--- config.mk ---
export PLATFORM = sky130hd
export DESIGN_NAME = acq_command_decoder_timestamper
export DESIGN_NICKNAME = d
export VERILOG_FILES = /design/src/acd_pkg.sv /design/src/acd_fifo.sv /design/src/acd_front.sv /design/src/acd_div.sv /design/src/acd_back.sv /design/src/acq_command_decoder_timestamper.sv
export SDC_FILE = /design/constraint.sdc
export NUM_CORES = 2
export LEC_CHECK = 0
export BUFFER_PORTS_ARGS = -buffer_cell sky130_fd_sc_hd__buf_2
export CAP_MARGIN = 20
export CORE_MARGIN = 2
export CORE_UTILIZATION = 56
export DETAILED_ROUTE_END_ITERATION = 16
export PLACE_DENSITY = 0.77
export RECOVER_POWER = 50
export REMOVE_ABC_BUFFERS = 1
export SLEW_MARGIN = 30
export SYNTH_ARGS = -nofsm -noshare
export SYNTH_HDL_FRONTEND = slang
export SYNTH_SLANG_ARGS = --single-unit
--- constraint.sdc ---
create_clock -name clk -period 21.1 [get_ports clk]
set_input_delay 1.055 -clock clk [delete_from_list [all_inputs] [get_ports clk]]
set_output_delay 1.055 -clock clk [all_outputs]
set_load 0.02 [all_outputs]
--- src/acd_pkg.sv ---
// Shared types and constants for the acquisition command decoder and time-stamper.
// Used by every module of the block but the queue, and by its checker; depends on nothing.
package acd_pkg;

	localparam logic [7:0] CMD_SAMPLE_AB     = 8'd0;
	localparam logic [7:0] CMD_START_AB      = 8'd1;
	localparam logic [7:0] CMD_STOP_AB       = 8'd2;
	localparam logic [7:0] CMD_SAMPLE_A      = 8'd3;
	localparam logic [7:0] CMD_SAMPLE_B      = 8'd4;
	localparam logic [7:0] CMD_ZERO_AB       = 8'd5;
	localparam logic [7:0] CMD_SET_TYPE      = 8'd6;
	localparam logic [7:0] CMD_SET_AMOUNT    = 8'd7;
	localparam logic [7:0] CMD_SET_DILUTION  = 8'd8;
	localparam logic [7:0] CMD_SET_INJECTION = 8'd9;
	localparam logic [7:0] CMD_CH_FIRST      = 8'd10;
	localparam logic [7:0] CMD_MAX           = 8'd17;

	localparam logic [2:0] EVT_SAMPLE  = 3'd0;
	localparam logic [2:0] EVT_STARTED = 3'd1;
	localparam logic [2:0] EVT_STOPPED = 3'd2;
	localparam logic [2:0] EVT_ZERO    = 3'd3;
	localparam logic [2:0] EVT_PARAMS  = 3'd4;

	localparam logic [31:0] MAX_TYPE  = 32'd4;
	localparam logic [31:0] COUNT_MAX = 32'hFFFF_FFFF;
	localparam logic [47:0] POS_MAX48 = 48'h7FFF_FFFF_FFFF;
	localparam logic [47:0] NEG_MAG48 = 48'h8000_0000_0000;

	typedef enum logic [2:0] {
		ACT_SAMPLE,
		ACT_START,
		ACT_STOP,
		ACT_ZERO,
		ACT_TYPE,
		ACT_RATIO
	} act_kind_t;

	typedef enum logic [1:0] {
		RSEL_AMOUNT,
		RSEL_DILUTION,
		RSEL_INJECTION
	} rsel_t;

	typedef struct packed {
		act_kind_t   kind;
		logic [2:0]  ch;
		logic [31:0] raw;
	} act_t;

	typedef struct packed {
		act_t        first;
		act_t        second;
		logic        two;
		rsel_t       rsel;
		logic [31:0] num;
		logic [31:0] den;
	} op_t;

	typedef struct packed {
		logic [2:0]  event_kind;
		logic [2:0]  channel;
		logic [47:0] retention_ms;
		logic [31:0] raw_value;
		logic [31:0] sample_type;
		logic [47:0] sample_amount;
		logic [47:0] dilution_factor;
		logic [47:0] injection_ratio;
		logic        params_valid;
		logic        last;
	} res_t;

	typedef enum logic [1:0] {
		BK_IDLE,
		BK_RUN,
		BK_DIV,
		BK_PARAM
	} back_state_t;

endpackage

--- src/acd_fifo.sv ---
// Small register queue of generic width, used between the front and back parts
// and in front of the result ports. Depends on nothing.
module acd_fifo #(
	parameter int WIDTH = 8,
	parameter int DEPTH = 2
) (
	input  logic             clk,
	input  logic             arst_n,
	input  logic             wr_en,
	input  logic [WIDTH-1:0] wr_data,
	output logic             full,
	input  logic             rd_en,
	output logic [WIDTH-1:0] rd_data,
	output logic             empty
);

	localparam int PW = $clog2(DEPTH);
	localparam int CNTW = $clog2(DEPTH + 1);

	logic [WIDTH-1:0] mem_q [DEPTH];
	logic [PW-1:0]    wr_ptr_q;
	logic [PW-1:0]    rd_ptr_q;
	logic [CNTW-1:0]  cnt_q;
	logic             do_wr;
	logic             do_rd;

	assign full    = (cnt_q == CNTW'(DEPTH));
	assign empty   = (cnt_q == '0);
	assign do_wr   = wr_en && !full;
	assign do_rd   = rd_en && !empty;
	assign rd_data = mem_q[rd_ptr_q];

	always_ff @(posedge clk or negedge arst_n) begin
		if (!arst_n) begin
			wr_ptr_q <= '0;
			rd_ptr_q <= '0;
			cnt_q    <= '0;
		end else begin
			if (do_wr) begin
				wr_ptr_q <= (wr_ptr_q == PW'(DEPTH - 1)) ? '0 : wr_ptr_q + PW'(1);
			end
			if (do_rd) begin
				rd_ptr_q <= (rd_ptr_q == PW'(DEPTH - 1)) ? '0 : rd_ptr_q + PW'(1);
			end
			if (do_wr && !do_rd) begin
				cnt_q <= cnt_q + CNTW'(1);
			end else if (do_rd && !do_wr) begin
				cnt_q <= cnt_q - CNTW'(1);
			end
		end
	end

	always_ff @(posedge clk) begin
		if (do_wr) begin
			mem_q[wr_ptr_q] <= wr_data;
		end
	end

endmodule

--- src/acd_front.sv ---
// Front part: accepts command items and turns each into one or two actions, or drops it.
// Depends on acd_pkg; feeds the operation queue.
module acd_front #(
	parameter int NUM_CHANNELS = 6
) (
	input  logic               push,
	output logic               full,
	input  logic [7:0]         cmd,
	input  logic signed [31:0] word_one,
	input  logic signed [31:0] word_two,
	input  logic               op_full,
	output logic               op_push,
	output acd_pkg::op_t       op
);

	acd_pkg::act_t a;
	acd_pkg::act_t b;
	logic          ea;
	logic          eb;
	logic          f1;
	logic          f2;
	logic [7:0]    off;
	logic [2:0]    xch;
	acd_pkg::rsel_t rsel;

	assign full = op_full;
	assign f1   = (word_one == 32'sd1);
	assign f2   = (word_two == 32'sd1);
	assign off  = cmd - acd_pkg::CMD_CH_FIRST;
	assign xch  = 3'd2 + off[3:1];

	always_comb begin
		a.kind = acd_pkg::ACT_SAMPLE;
		a.ch   = 3'd0;
		a.raw  = word_one;
		b.kind = acd_pkg::ACT_SAMPLE;
		b.ch   = 3'd1;
		b.raw  = word_two;
		ea     = 1'b0;
		eb     = 1'b0;
		rsel   = acd_pkg::RSEL_AMOUNT;
		unique case (cmd) inside
			acd_pkg::CMD_SAMPLE_AB: begin
				ea = 1'b1;
				eb = 1'b1;
			end
			acd_pkg::CMD_START_AB: begin
				a.kind = acd_pkg::ACT_START;
				b.kind = acd_pkg::ACT_START;
				ea     = f1;
				eb     = f2;
			end
			acd_pkg::CMD_STOP_AB: begin
				a.kind = acd_pkg::ACT_STOP;
				b.kind = acd_pkg::ACT_STOP;
				ea     = f1;
				eb     = f2;
			end
			acd_pkg::CMD_SAMPLE_A: begin
				ea = 1'b1;
			end
			acd_pkg::CMD_SAMPLE_B: begin
				eb = 1'b1;
			end
			acd_pkg::CMD_ZERO_AB: begin
				a.kind = acd_pkg::ACT_ZERO;
				b.kind = acd_pkg::ACT_ZERO;
				ea     = f1;
				eb     = f2;
			end
			acd_pkg::CMD_SET_TYPE: begin
				a.kind = acd_pkg::ACT_TYPE;
				ea     = 1'b1;
			end
			acd_pkg::CMD_SET_AMOUNT: begin
				a.kind = acd_pkg::ACT_RATIO;
				ea     = 1'b1;
			end
			acd_pkg::CMD_SET_DILUTION: begin
				a.kind = acd_pkg::ACT_RATIO;
				rsel   = acd_pkg::RSEL_DILUTION;
				ea     = 1'b1;
			end
			acd_pkg::CMD_SET_INJECTION: begin
				a.kind = acd_pkg::ACT_RATIO;
				rsel   = acd_pkg::RSEL_INJECTION;
				ea     = 1'b1;
			end
			[acd_pkg::CMD_CH_FIRST:acd_pkg::CMD_MAX]: begin
				a.ch = xch;
				b.ch = xch;
				if (int'(xch) < NUM_CHANNELS) begin
					if (!off[0]) begin
						ea = 1'b1;
					end else begin
						a.kind = acd_pkg::ACT_START;
						b.kind = acd_pkg::ACT_STOP;
						ea     = f1;
						eb     = f2;
					end
				end
			end
			default: begin
			end
		endcase
	end

	always_comb begin
		op.rsel = rsel;
		op.num  = word_one;
		op.den  = word_two;
		op.second = b;
		if (ea) begin
			op.first = a;
			op.two   = eb;
		end else begin
			op.first = b;
			op.two   = 1'b0;
		end
	end

	// Items that cause no result are taken and dropped here.
	assign op_push = push && !op_full && (ea || eb);

endmodule

--- src/acd_div.sv ---
// Restoring divider for the signed fixed-point ratio, one quotient bit per cycle.
// Depends on acd_pkg for the saturation limits; used by the back part.
module acd_div #(
	parameter int FRAC_BITS = 16
) (
	input  logic        clk,
	input  logic        arst_n,
	input  logic        start,
	input  logic [31:0] num,
	input  logic [31:0] den,
	output logic        done,
	output logic [47:0] quotient
);

	localparam int NW = 32 + FRAC_BITS;
	localparam int CTW = $clog2(NW + 1);

	logic [NW-1:0]  num_q;
	logic [31:0]    den_q;
	logic [31:0]    rem_q;
	logic [NW-1:0]  quo_q;
	logic [CTW-1:0] cnt_q;
	logic           fin_q;
	logic           done_q;
	logic           neg_q;
	logic           zero_q;
	logic [47:0]    quo_out_q;

	logic [31:0] num_mag;
	logic [31:0] den_mag;
	logic [32:0] rem_sh;
	logic        ge;
	logic [31:0] rem_nx;
	logic [63:0] qx;
	logic [47:0] pos_sat;
	logic [47:0] neg_mag;
	logic [47:0] sat;

	assign num_mag = num[31] ? 32'(-num) : num;
	assign den_mag = den[31] ? 32'(-den) : den;
	assign rem_sh  = {rem_q, num_q[NW-1]};
	assign ge      = (rem_sh >= {1'b0, den_q});
	assign rem_nx  = ge ? 32'(rem_sh - {1'b0, den_q}) : rem_sh[31:0];

	assign qx      = 64'(quo_q);
	assign pos_sat = (qx > 64'(acd_pkg::POS_MAX48)) ? acd_pkg::POS_MAX48 : qx[47:0];
	assign neg_mag = (qx > 64'(acd_pkg::NEG_MAG48)) ? acd_pkg::NEG_MAG48 : qx[47:0];
	assign sat     = zero_q ? 48'd0 : (neg_q ? 48'd0 - neg_mag : pos_sat);

	assign done     = done_q;
	assign quotient = quo_out_q;

	always_ff @(posedge clk or negedge arst_n) begin
		if (!arst_n) begin
			cnt_q  <= '0;
			fin_q  <= 1'b0;
			done_q <= 1'b0;
		end else begin
			done_q <= fin_q;
			if (start) begin
				cnt_q <= CTW'(NW);
				fin_q <= 1'b0;
			end else if (cnt_q != '0) begin
				cnt_q <= cnt_q - CTW'(1);
				fin_q <= (cnt_q == CTW'(1));
			end else begin
				fin_q <= 1'b0;
			end
		end
	end

	always_ff @(posedge clk) begin
		if (start) begin
			num_q  <= {num_mag, FRAC_BITS'(0)};
			den_q  <= den_mag;
			rem_q  <= '0;
			quo_q  <= '0;
			neg_q  <= num[31] ^ den[31];
			zero_q <= (den == 32'd0);
		end else if (cnt_q != '0) begin
			num_q <= {num_q[NW-2:0], 1'b0};
			rem_q <= rem_nx;
			quo_q <= {quo_q[NW-2:0], ge};
		end
		if (fin_q) begin
			quo_out_q <= sat;
		end
	end

endmodule

--- src/acd_back.sv ---
// Back part: carries out queued actions, keeps the sample counts and autosampler
// parameters, and writes result items. Depends on acd_pkg and acd_div.
module acd_back #(
	parameter int NUM_CHANNELS = 6,
	parameter int FRAC_BITS = 16
) (
	input  logic          clk,
	input  logic          arst_n,
	input  logic          cfg_we,
	input  logic [15:0]   cfg_data,
	input  logic          op_empty,
	input  acd_pkg::op_t  op_in,
	output logic          op_pop,
	input  logic          res_full,
	output logic          res_push,
	output acd_pkg::res_t res
);

	localparam int CW = $clog2(NUM_CHANNELS);
	localparam logic [47:0] ONE_FX = 48'd1 << FRAC_BITS;

	acd_pkg::back_state_t state_q;
	acd_pkg::back_state_t state_nx;
	acd_pkg::op_t         op_q;
	logic                 idx_q;
	logic [15:0]          period_q;
	logic [31:0]          count_q [NUM_CHANNELS];
	logic [31:0]          type_q;
	logic [47:0]          amount_q;
	logic [47:0]          dilution_q;
	logic [47:0]          injection_q;

	acd_pkg::act_t cur;
	logic          is_evt;
	logic          more;
	logic [CW-1:0] cidx;
	logic [31:0]   count_cur;
	logic [47:0]   retention;
	logic          div_start;
	logic          div_done;
	logic [47:0]   div_q;
	logic          valid;

	assign cur       = idx_q ? op_q.second : op_q.first;
	assign more      = !idx_q && op_q.two;
	assign cidx      = cur.ch[CW-1:0];
	assign count_cur = count_q[cidx];
	assign retention = {16'd0, count_cur} * {32'd0, period_q};
	assign valid     = (type_q <= acd_pkg::MAX_TYPE)
		&& !amount_q[47] && (amount_q != '0)
		&& !dilution_q[47] && (dilution_q != '0)
		&& !injection_q[47] && (injection_q != '0);

	always_comb begin
		case (cur.kind)
			acd_pkg::ACT_SAMPLE, acd_pkg::ACT_START,
			acd_pkg::ACT_STOP, acd_pkg::ACT_ZERO: is_evt = 1'b1;
			default: is_evt = 1'b0;
		endcase
	end

	acd_div #(
		.FRAC_BITS(FRAC_BITS)
	) u_div (
		.clk     (clk),
		.arst_n  (arst_n),
		.start   (div_start),
		.num     (op_q.num),
		.den     (op_q.den),
		.done    (div_done),
		.quotient(div_q)
	);

	always_comb begin
		state_nx = state_q;
		unique case (state_q)
			acd_pkg::BK_IDLE: begin
				if (!op_empty) begin
					state_nx = acd_pkg::BK_RUN;
				end
			end
			acd_pkg::BK_RUN: begin
				if (is_evt) begin
					if (!res_full && !more) begin
						state_nx = acd_pkg::BK_IDLE;
					end
				end else if (cur.kind == acd_pkg::ACT_TYPE) begin
					state_nx = acd_pkg::BK_PARAM;
				end else begin
					state_nx = acd_pkg::BK_DIV;
				end
			end
			acd_pkg::BK_DIV: begin
				if (div_done) begin
					state_nx = acd_pkg::BK_PARAM;
				end
			end
			acd_pkg::BK_PARAM: begin
				if (!res_full) begin
					state_nx = acd_pkg::BK_IDLE;
				end
			end
			default: state_nx = acd_pkg::BK_IDLE;
		endcase
	end

	always_comb begin
		op_pop    = 1'b0;
		res_push  = 1'b0;
		div_start = 1'b0;
		res       = '0;
		unique case (state_q)
			acd_pkg::BK_IDLE: begin
				op_pop = !op_empty;
			end
			acd_pkg::BK_RUN: begin
				res_push    = is_evt && !res_full;
				div_start   = (cur.kind == acd_pkg::ACT_RATIO);
				res.channel = cur.ch;
				res.last    = !more;
				case (cur.kind)
					acd_pkg::ACT_SAMPLE: begin
						res.event_kind   = acd_pkg::EVT_SAMPLE;
						res.retention_ms = retention;
						res.raw_value    = cur.raw;
					end
					acd_pkg::ACT_START: res.event_kind = acd_pkg::EVT_STARTED;
					acd_pkg::ACT_STOP:  res.event_kind = acd_pkg::EVT_STOPPED;
					default:            res.event_kind = acd_pkg::EVT_ZERO;
				endcase
			end
			acd_pkg::BK_DIV: begin
			end
			acd_pkg::BK_PARAM: begin
				res_push            = !res_full;
				res.event_kind      = acd_pkg::EVT_PARAMS;
				res.sample_type     = type_q;
				res.sample_amount   = amount_q;
				res.dilution_factor = dilution_q;
				res.injection_ratio = injection_q;
				res.params_valid    = valid;
				res.last            = 1'b1;
			end
			default: begin
			end
		endcase
	end

	always_ff @(posedge clk or negedge arst_n) begin
		if (!arst_n) begin
			state_q     <= acd_pkg::BK_IDLE;
			idx_q       <= 1'b0;
			period_q    <= 16'd1;
			type_q      <= '0;
			amount_q    <= ONE_FX;
			dilution_q  <= ONE_FX;
			injection_q <= ONE_FX;
			for (int i = 0; i < NUM_CHANNELS; i++) begin
				count_q[i] <= '0;
			end
		end else begin
			state_q <= state_nx;
			if (cfg_we) begin
				period_q <= (cfg_data == 16'd0) ? 16'd1 : cfg_data;
			end
			if (op_pop) begin
				idx_q <= 1'b0;
			end
			if (res_push && state_q == acd_pkg::BK_RUN) begin
				if (more) begin
					idx_q <= 1'b1;
				end
				if (cur.kind == acd_pkg::ACT_SAMPLE && count_cur != acd_pkg::COUNT_MAX) begin
					count_q[cidx] <= count_cur + 32'd1;
				end else if (cur.kind == acd_pkg::ACT_START) begin
					count_q[cidx] <= '0;
				end
			end
			if (state_q == acd_pkg::BK_RUN && cur.kind == acd_pkg::ACT_TYPE) begin
				type_q <= op_q.num;
			end
			if (state_q == acd_pkg::BK_DIV && div_done) begin
				case (op_q.rsel)
					acd_pkg::RSEL_AMOUNT:    amount_q    <= div_q;
					acd_pkg::RSEL_DILUTION:  dilution_q  <= div_q;
					default:                 injection_q <= div_q;
				endcase
			end
		end
	end

	always_ff @(posedge clk) begin
		if (op_pop) begin
			op_q <= op_in;
		end
	end

endmodule

--- src/acq_command_decoder_timestamper.sv ---
// Top level: front decoder, operation queue, back executor and result queue.
// Depends on acd_pkg, acd_fifo, acd_front and acd_back.
// An item's result goes through the operation queue and the back part into the result
// queue, and some items give a second one; an item without results is dropped at once.
// Ratio items wait in the back part for the bit-serial divider; others need no divider.
// Reset is asynchronous: it clears the counts and queues and restores the defaults.
module acq_command_decoder_timestamper #(
	parameter int NUM_CHANNELS = 6,
	parameter int FRAC_BITS = 16
) (
	input  logic               clk,
	input  logic               arst_n,
	input  logic               cfg_we,
	input  logic [15:0]        cfg_data,
	input  logic               push,
	output logic               full,
	input  logic [7:0]         cmd,
	input  logic signed [31:0] word_one,
	input  logic signed [31:0] word_two,
	output logic               empty,
	input  logic               pop,
	output logic [2:0]         event_kind,
	output logic [2:0]         channel,
	output logic [47:0]        retention_ms,
	output logic signed [31:0] raw_value,
	output logic signed [31:0] sample_type,
	output logic signed [47:0] sample_amount,
	output logic signed [47:0] dilution_factor,
	output logic signed [47:0] injection_ratio,
	output logic               params_valid,
	output logic               last
);

	localparam int OPW = $bits(acd_pkg::op_t);
	localparam int RESW = $bits(acd_pkg::res_t);

	acd_pkg::op_t  op_front;
	acd_pkg::op_t  op_back;
	acd_pkg::res_t res_back;
	acd_pkg::res_t res_out;
	logic          op_push;
	logic          op_full;
	logic          op_pop;
	logic          op_empty;
	logic [OPW-1:0] op_rd;
	logic          res_push;
	logic          res_full;
	logic [RESW-1:0] res_rd;

	acd_front #(
		.NUM_CHANNELS(NUM_CHANNELS)
	) u_front (
		.push    (push),
		.full    (full),
		.cmd     (cmd),
		.word_one(word_one),
		.word_two(word_two),
		.op_full (op_full),
		.op_push (op_push),
		.op      (op_front)
	);

	acd_fifo #(
		.WIDTH(OPW),
		.DEPTH(2)
	) u_op_fifo (
		.clk    (clk),
		.arst_n (arst_n),
		.wr_en  (op_push),
		.wr_data(op_front),
		.full   (op_full),
		.rd_en  (op_pop),
		.rd_data(op_rd),
		.empty  (op_empty)
	);

	assign op_back = acd_pkg::op_t'(op_rd);

	acd_back #(
		.NUM_CHANNELS(NUM_CHANNELS),
		.FRAC_BITS   (FRAC_BITS)
	) u_back (
		.clk     (clk),
		.arst_n  (arst_n),
		.cfg_we  (cfg_we),
		.cfg_data(cfg_data),
		.op_empty(op_empty),
		.op_in   (op_back),
		.op_pop  (op_pop),
		.res_full(res_full),
		.res_push(res_push),
		.res     (res_back)
	);

	acd_fifo #(
		.WIDTH(RESW),
		.DEPTH(2)
	) u_res_fifo (
		.clk    (clk),
		.arst_n (arst_n),
		.wr_en  (res_push),
		.wr_data(res_back),
		.full   (res_full),
		.rd_en  (pop),
		.rd_data(res_rd),
		.empty  (empty)
	);

	assign res_out         = acd_pkg::res_t'(res_rd);
	assign event_kind      = res_out.event_kind;
	assign channel         = res_out.channel;
	assign retention_ms    = res_out.retention_ms;
	assign raw_value       = res_out.raw_value;
	assign sample_type     = res_out.sample_type;
	assign sample_amount   = res_out.sample_amount;
	assign dilution_factor = res_out.dilution_factor;
	assign injection_ratio = res_out.injection_ratio;
	assign params_valid    = res_out.params_valid;
	assign last            = res_out.last;

endmodule

# Word level (Yosys, flattened, before mapping)
# Memory sizes are Yosys's and may differ from the RTL's. A register that Yosys moved wholly into a read port is not among the register bits.
# Index checks and enable logic that the tools add are counted.
# word_totals
ff_bits	597
ram_bits	814
in_bits	93
out_inout_bits	266
wordCells	228
memories	2
# memory_table
memory	words	word_bits	rd	rd_clocked_by_memory_dff	wr	line_no	text
u_res_fifo.mem_q	2	264	1	0	1	acd_fifo.sv:20	logic [WIDTH-1:0] mem_q [DEPTH];
u_op_fifo.mem_q	2	143	1	1	1	acd_fifo.sv:20	
# classes
addsub	16
mul	1
n_lt_le_gt_ge	9
eq_ne	28
n_mux	71
n_bitwise	5
n_reduce_logical	66
# ops
op	count
192-bit 2-to-1 mux	2
48-bit 2-to-1 mux	5
192-bit AND	1
192-bit bitwise mux	1
192-bit NOT	1
177-bit 2-to-1 mux	1
32-bit 2-to-1 mux	5
48-bit nonzero test	3
32-bit binary-select mux with 3-bit select	1
32-bit demux with 3-bit select	1
83-bit 2-to-1 mux	1
80-bit 2-to-1 mux	1
38-bit 2-to-1 mux	2
32-bit by 2-bit == test with 1-bit output, second input constant	2
32-bit negation	2
48-bit by 47-bit greater-than comparator with 1-bit output, second input constant	1
48-bit greater-than comparator, second input constant	1
32-bit by 16-bit multiplier with 48-bit output	1
1-bit by 48-bit subtractor with 48-bit output, first input constant	1
33-bit by 32-bit greater-or-equal comparator with 1-bit output	1
32-bit by 1-bit adder with 32-bit output, second input constant	1
8-bit by 3-bit == test with 1-bit output, second input constant	4
32-bit by 3-bit <= comparator with 1-bit output, second input constant	1
32-bit zero test	1
56 further kinds	155

# Depth between registers and ports, before layout
# logic_depth
word_depth	12
ltp_mapped	33
mapped_depth_nobuf	28

# Hierarchy
# Synthesis repeated with hierarchy kept, for this count alone.
# hier_totals
cells_unflattened	6849
area_unflattened_um2	84209.5
# by_module_without_submodules
mod	n_inst	cells_per_inst	area_per_inst_um2	seq_area_each_um2
acd_back	1	3898	40187.3	13983.4
acd_fifo at u_res_fifo	1	840	19344.8	15955.3
acd_div	1	1435	12157.9	5225.0
acd_fifo at u_op_fifo	1	464	10750.3	8688.3
acd_front	1	212	1769.2	0.0

# Least setup slack after synthesis
# OpenSTA, ideal clock, no wires.
# synth_path
path_type	reg2reg
startpoint	register u_back.idx_q
endpoint	memory u_res_fifo.mem_q[0][0] (netlist bit) (enable)
setup_time_ps	1212
arrival_ps	18939
t_required_ps	19888
slack_ps	949
stages_incl_launch_ff	6
n_path_buf	2
period_less_slack_ps	20151
cell_sequence	dfrtp_1 -> buf_6 -> clkbuf_1 -> nand2b_1 -> nor2_1 -> nor3_1
# synth_between
elab_chain_cells	9
word_cells_on_any_way	12
classes_between	eq/ne: 3; mux: 5; reduce/logical: 4
# synth_rtl
element	line_no	text
from (decl)	acd_back.sv:25	logic idx_q;
from (signal assigned)	acd_back.sv:152	idx_q <= 1'b0;
from (signal assigned)	acd_back.sv:167	idx_q <= 1'b0;
from (signal assigned)	acd_back.sv:171	idx_q <= 1'b1;
38-bit 2-to-1 mux *	acd_back.sv:44	assign cur = idx_q ? op_q.second : op_q.first;
3-bit by 2-bit == test with 1-bit output (tied with other cells)	acd_back.sv:55	case (cur.kind)
4-bit OR reduction *	acd_back.sv:55	
1-bit 2-to-1 mux *	acd_back.sv:55	
1-bit logical AND *	acd_back.sv:117	res_push = is_evt && !res_full;
1-bit one-hot mux with 2 select lines *	acd_back.sv:112	unique case (state_q)
1-bit logical AND *	acd_fifo.sv:29	assign do_wr = wr_en && !full;
1-bit 2-to-1 mux *	acd_fifo.sv:54	if (do_wr) begin
1-bit 2-to-1 mux (not written as such) *	acd_fifo.sv:55	mem_q[wr_ptr_q] <= wr_data;
to (decl)	acd_fifo.sv:20	
# Mark *: on every way between the ends. The rest lies on a longest branch, timed or not.

==> metrics.txt <==
outcome complete, but fails checks; failing checks capacitance limit, slew limit; Reg2Reg Setup Slack 9.84 ns; Layout area overhead 10.8%; Worst Setup End Kind asynchronous set/reset pin; PortBufs 358; Total GRT Usage roughly 27%; final worst setup slack about 9.3 ns; commonest non-fill, non-tap cell in the layout edfxtp_1; Via density slightly below 6; Post-synth EDFFs 966; CTS Hold Buffers Added 0; fraction of layout cells with a size suffix above 1 between 15 and 20%; Tmin final about 12 ns; Die Wd roughly 380 um; Seq pwr share between 40% and 50%; Async SR Flop Fraction between 20 and 30%; Final Skew 0.0909 ns; Netlist cell types 96; RSZ-0062 raised after global routing false; Cells after Synth approximately 6500; Slew @ Worst Pin around 6.2 ns; Final ANT Viol Nets 0; Pint 6580 uW; Layout Nets roughly 7400; die area 143000 um2; crit path kind input pin to asynchronous set/reset pin; vias in the first global route 52800; Final Max Slew Viols roughly 1500; post_cts resized 0; sw frac a little over a third; Logic pwr share 31.2%; routed via count between 50000 and 60000; root buf cell clkbuf_16; syn avg cell area ~12 um2; clock latency on the worst-skew pair slightly above 0.8 ns; starting DRC count in detailed routing 4748; first-pass GRT wire length 301 mm; Ys Warns 0; DR WL/cell ~22 um; Hold Crit Class flip-flop to flip-flop; Arr. time, crit path ~13 ns; synthesized area 78700 um2; grt total ovfl 0; Peak VDD IR roughly 95 uV; TritonCTS clock tree done; H-Tree Depth 4; CTS buffer count around 150; routed wire length approximately 200 mm; final setup fails 0; Sw Pwr between 3000 and 4000 uW; Min Hold Slack 0.453 ns; r2r worst-path depth 27; pre-CTS setup slack about 12 ns; DP HPWL about 130 mm; reg2reg end u_res_fifo.mem_q[1][252]; Final Wtd Congestion about 0.9; Seq/Total Area, Yosys ~52%; commonest non-fill, non-tap cells in the layout edfxtp_1, nand2_1, mux2_2; Hold Crit Depth 2; Tcrit/Tclk final between 50% and 60%; CP max FO approximately 110; Post-route DRC 0; Post-DP Area 82300 um2; worst r2r src u_back.op_q[138]; initial antenna violation count 7; fin area between 80000 and 90000 um2; largest net degree at the start of global routing 135; CTS sink cnt 1449; drt first pass iters 6; leakage power 0.0360 uW; Worst Setup Start Kind input pin; Die Y 379 um; Fin. Hold Viols 0; max cap viols 27; Rel. slew slack -313%; setup bufs post-CTS 0; starting density of the core about 56%; Worst Path Required 21.89 ns; fmax 0.0848 GHz; area of the core ~140000 um2; top_reg_cell synth edfxtp_1; Power Density 117 nW/um2; row cnt between 100 and 150; Clock Path Buffers 3; Hold Crit Endpoint u_back.u_div.quo_q[37]; Top Ports between 300 and 400; Synth Register Bits approximately 1400; Clock transition at path regs around 0.06 ns; clock network fraction of total power a little over a quarter; hold path start u_back.u_div.quo_q[36]
## through the flow
step / power [uW] / utilization, % / instances / TNS [ns]
final: 10200 / 62.5 / 8764 / 0
after detailed placement: 7470 / 59.0 / 8481 / 0
after global routing: 10600 / 62.5 / 8763 / 0
after CTS: 10200 / 62.6 / 8761 / 0
after floorplan: 6520 / - / 6143 / -75.62
after global placement: 7370 / 58.9 / 8478 / 0
## logic make-up after synthesis
group / after synthesis / share of synthesized area [%]
buf+inv: 902 / 4.53
flops: 1449 / 51.7
simple gates: 1924 / 11.7
mux: 753 / 11.1
xor+xnor: 162 / 1.80
compound gates: 740 / 5.83
fa+ha+maj: 581 / 13.2
## synthesized netlist by cell type, drive strengths merged, types with 6 or more instances
master	number	area (um2)
edfxtp	966	29000
nand2	843	3170
mux2	642	7290
inv	532	2000
fa	419	8390
dfrtp	399	9980
clkbuf	298	1120
nor2	265	1000
o21ai	260	1310
and2	231	1450
a21oi	212	1060
and3	199	1240
ha	162	2030
xnor2	90	788
mux2i	83	843
nor4	81	507
dfxtp	80	1600
nor3	74	375
xor2	72	631
buf	70	439
nand3	60	310
nand4	42	263
a21o	40	300
or3	37	231
o31ai	35	263
a211oi	31	238
mux4	28	631
o2bb2ai	25	238
nor2b	22	138
a2bb2oi	21	203
nand2b	19	119
o21a	15	113
o21bai	13	97.6
or4	12	90.1
a31oi	10	62.6
a221oi	9	78.8
nor3b	8	65.1
o41ai	8	70.1
nand3b	7	52.6
or2	7	43.8
o22ai	6	37.5
## layout make-up
cell class / count / area (um2)
Clock inverter: 78 / 988
Antenna cell: 2 / 5.00
Multi-Input combinational cell: 4160 / 34500
Clock buffer: 202 / 4120
Timing Repair Buffer: 463 / 2450
Fill cell: 10700 / 52400
Sequential cell: 1449 / 40700
Tap cell: 1876 / 2350
Inverter: 534 / 2010
## routing by layer
layer / track usage, % / share of wire, % / wire [um]
met2: 44.5 / 48 / 93800
met3: 4.94 / 7.8 / 15200
met4: 9.55 / 3.5 / 6780
met5: 0 / 0 / 0
met1: 36.7 / 41 / 79200
## worst max-delay path by stage
stage,to,slack (ns),start,cells after the start
after floorplan,u_res_fifo.mem_q[0][0],-0.29,flip-flop,2
after global placement,u_res_fifo.mem_q[0][251],11.86,u_back.op_q[138],28
after detailed placement,u_res_fifo.mem_q[0][252],11.60,u_back.op_q[138],27
after CTS,u_res_fifo.mem_q[1][252],11.56,u_back.op_q[138],27
after global routing,u_back.injection_q[12],7.12,arst_n,5
final,u_back.injection_q[18],9.30,arst_n,5
## worst max-delay path, cell delays in order
cell	delay [ns]
clkbuf_1	2.12
clkbuf_1	4.47
clkbuf_1	3.01
buf_4	0.89
buf_4	0.79
## power by group through the flow
stage	registers [uW]	logic (uW)	clock network (uW)
3_3_place_gp	4290	3080	0
4_1_cts	4270	3170	2740
3_5_place_dp	4320	3150	0
2_1_floorplan	4450	2070	0
5_1_grt	4360	3420	2850
6_report	4290	3170	2700
## flip-flops by register name (all words and copies together) (netlist names), 2 cells and up, named ones only
name,count
u_back.amount_q,48
u_back.count_q,192
u_back.dilution_q,48
u_back.injection_q,48
u_back.op_q,108
u_back.period_q,16
u_back.type_q,32
u_back.u_div.cnt_q,6
u_back.u_div.den_q,32
u_back.u_div.num_q,32
u_back.u_div.quo_q,48
u_back.u_div.quotient,48
u_back.u_div.rem_q,32
u_op_fifo.cnt_q,2
u_op_fifo.mem_q,216
u_res_fifo.cnt_q,2
u_res_fifo.mem_q,528
(Power assumes the default switching activity.)
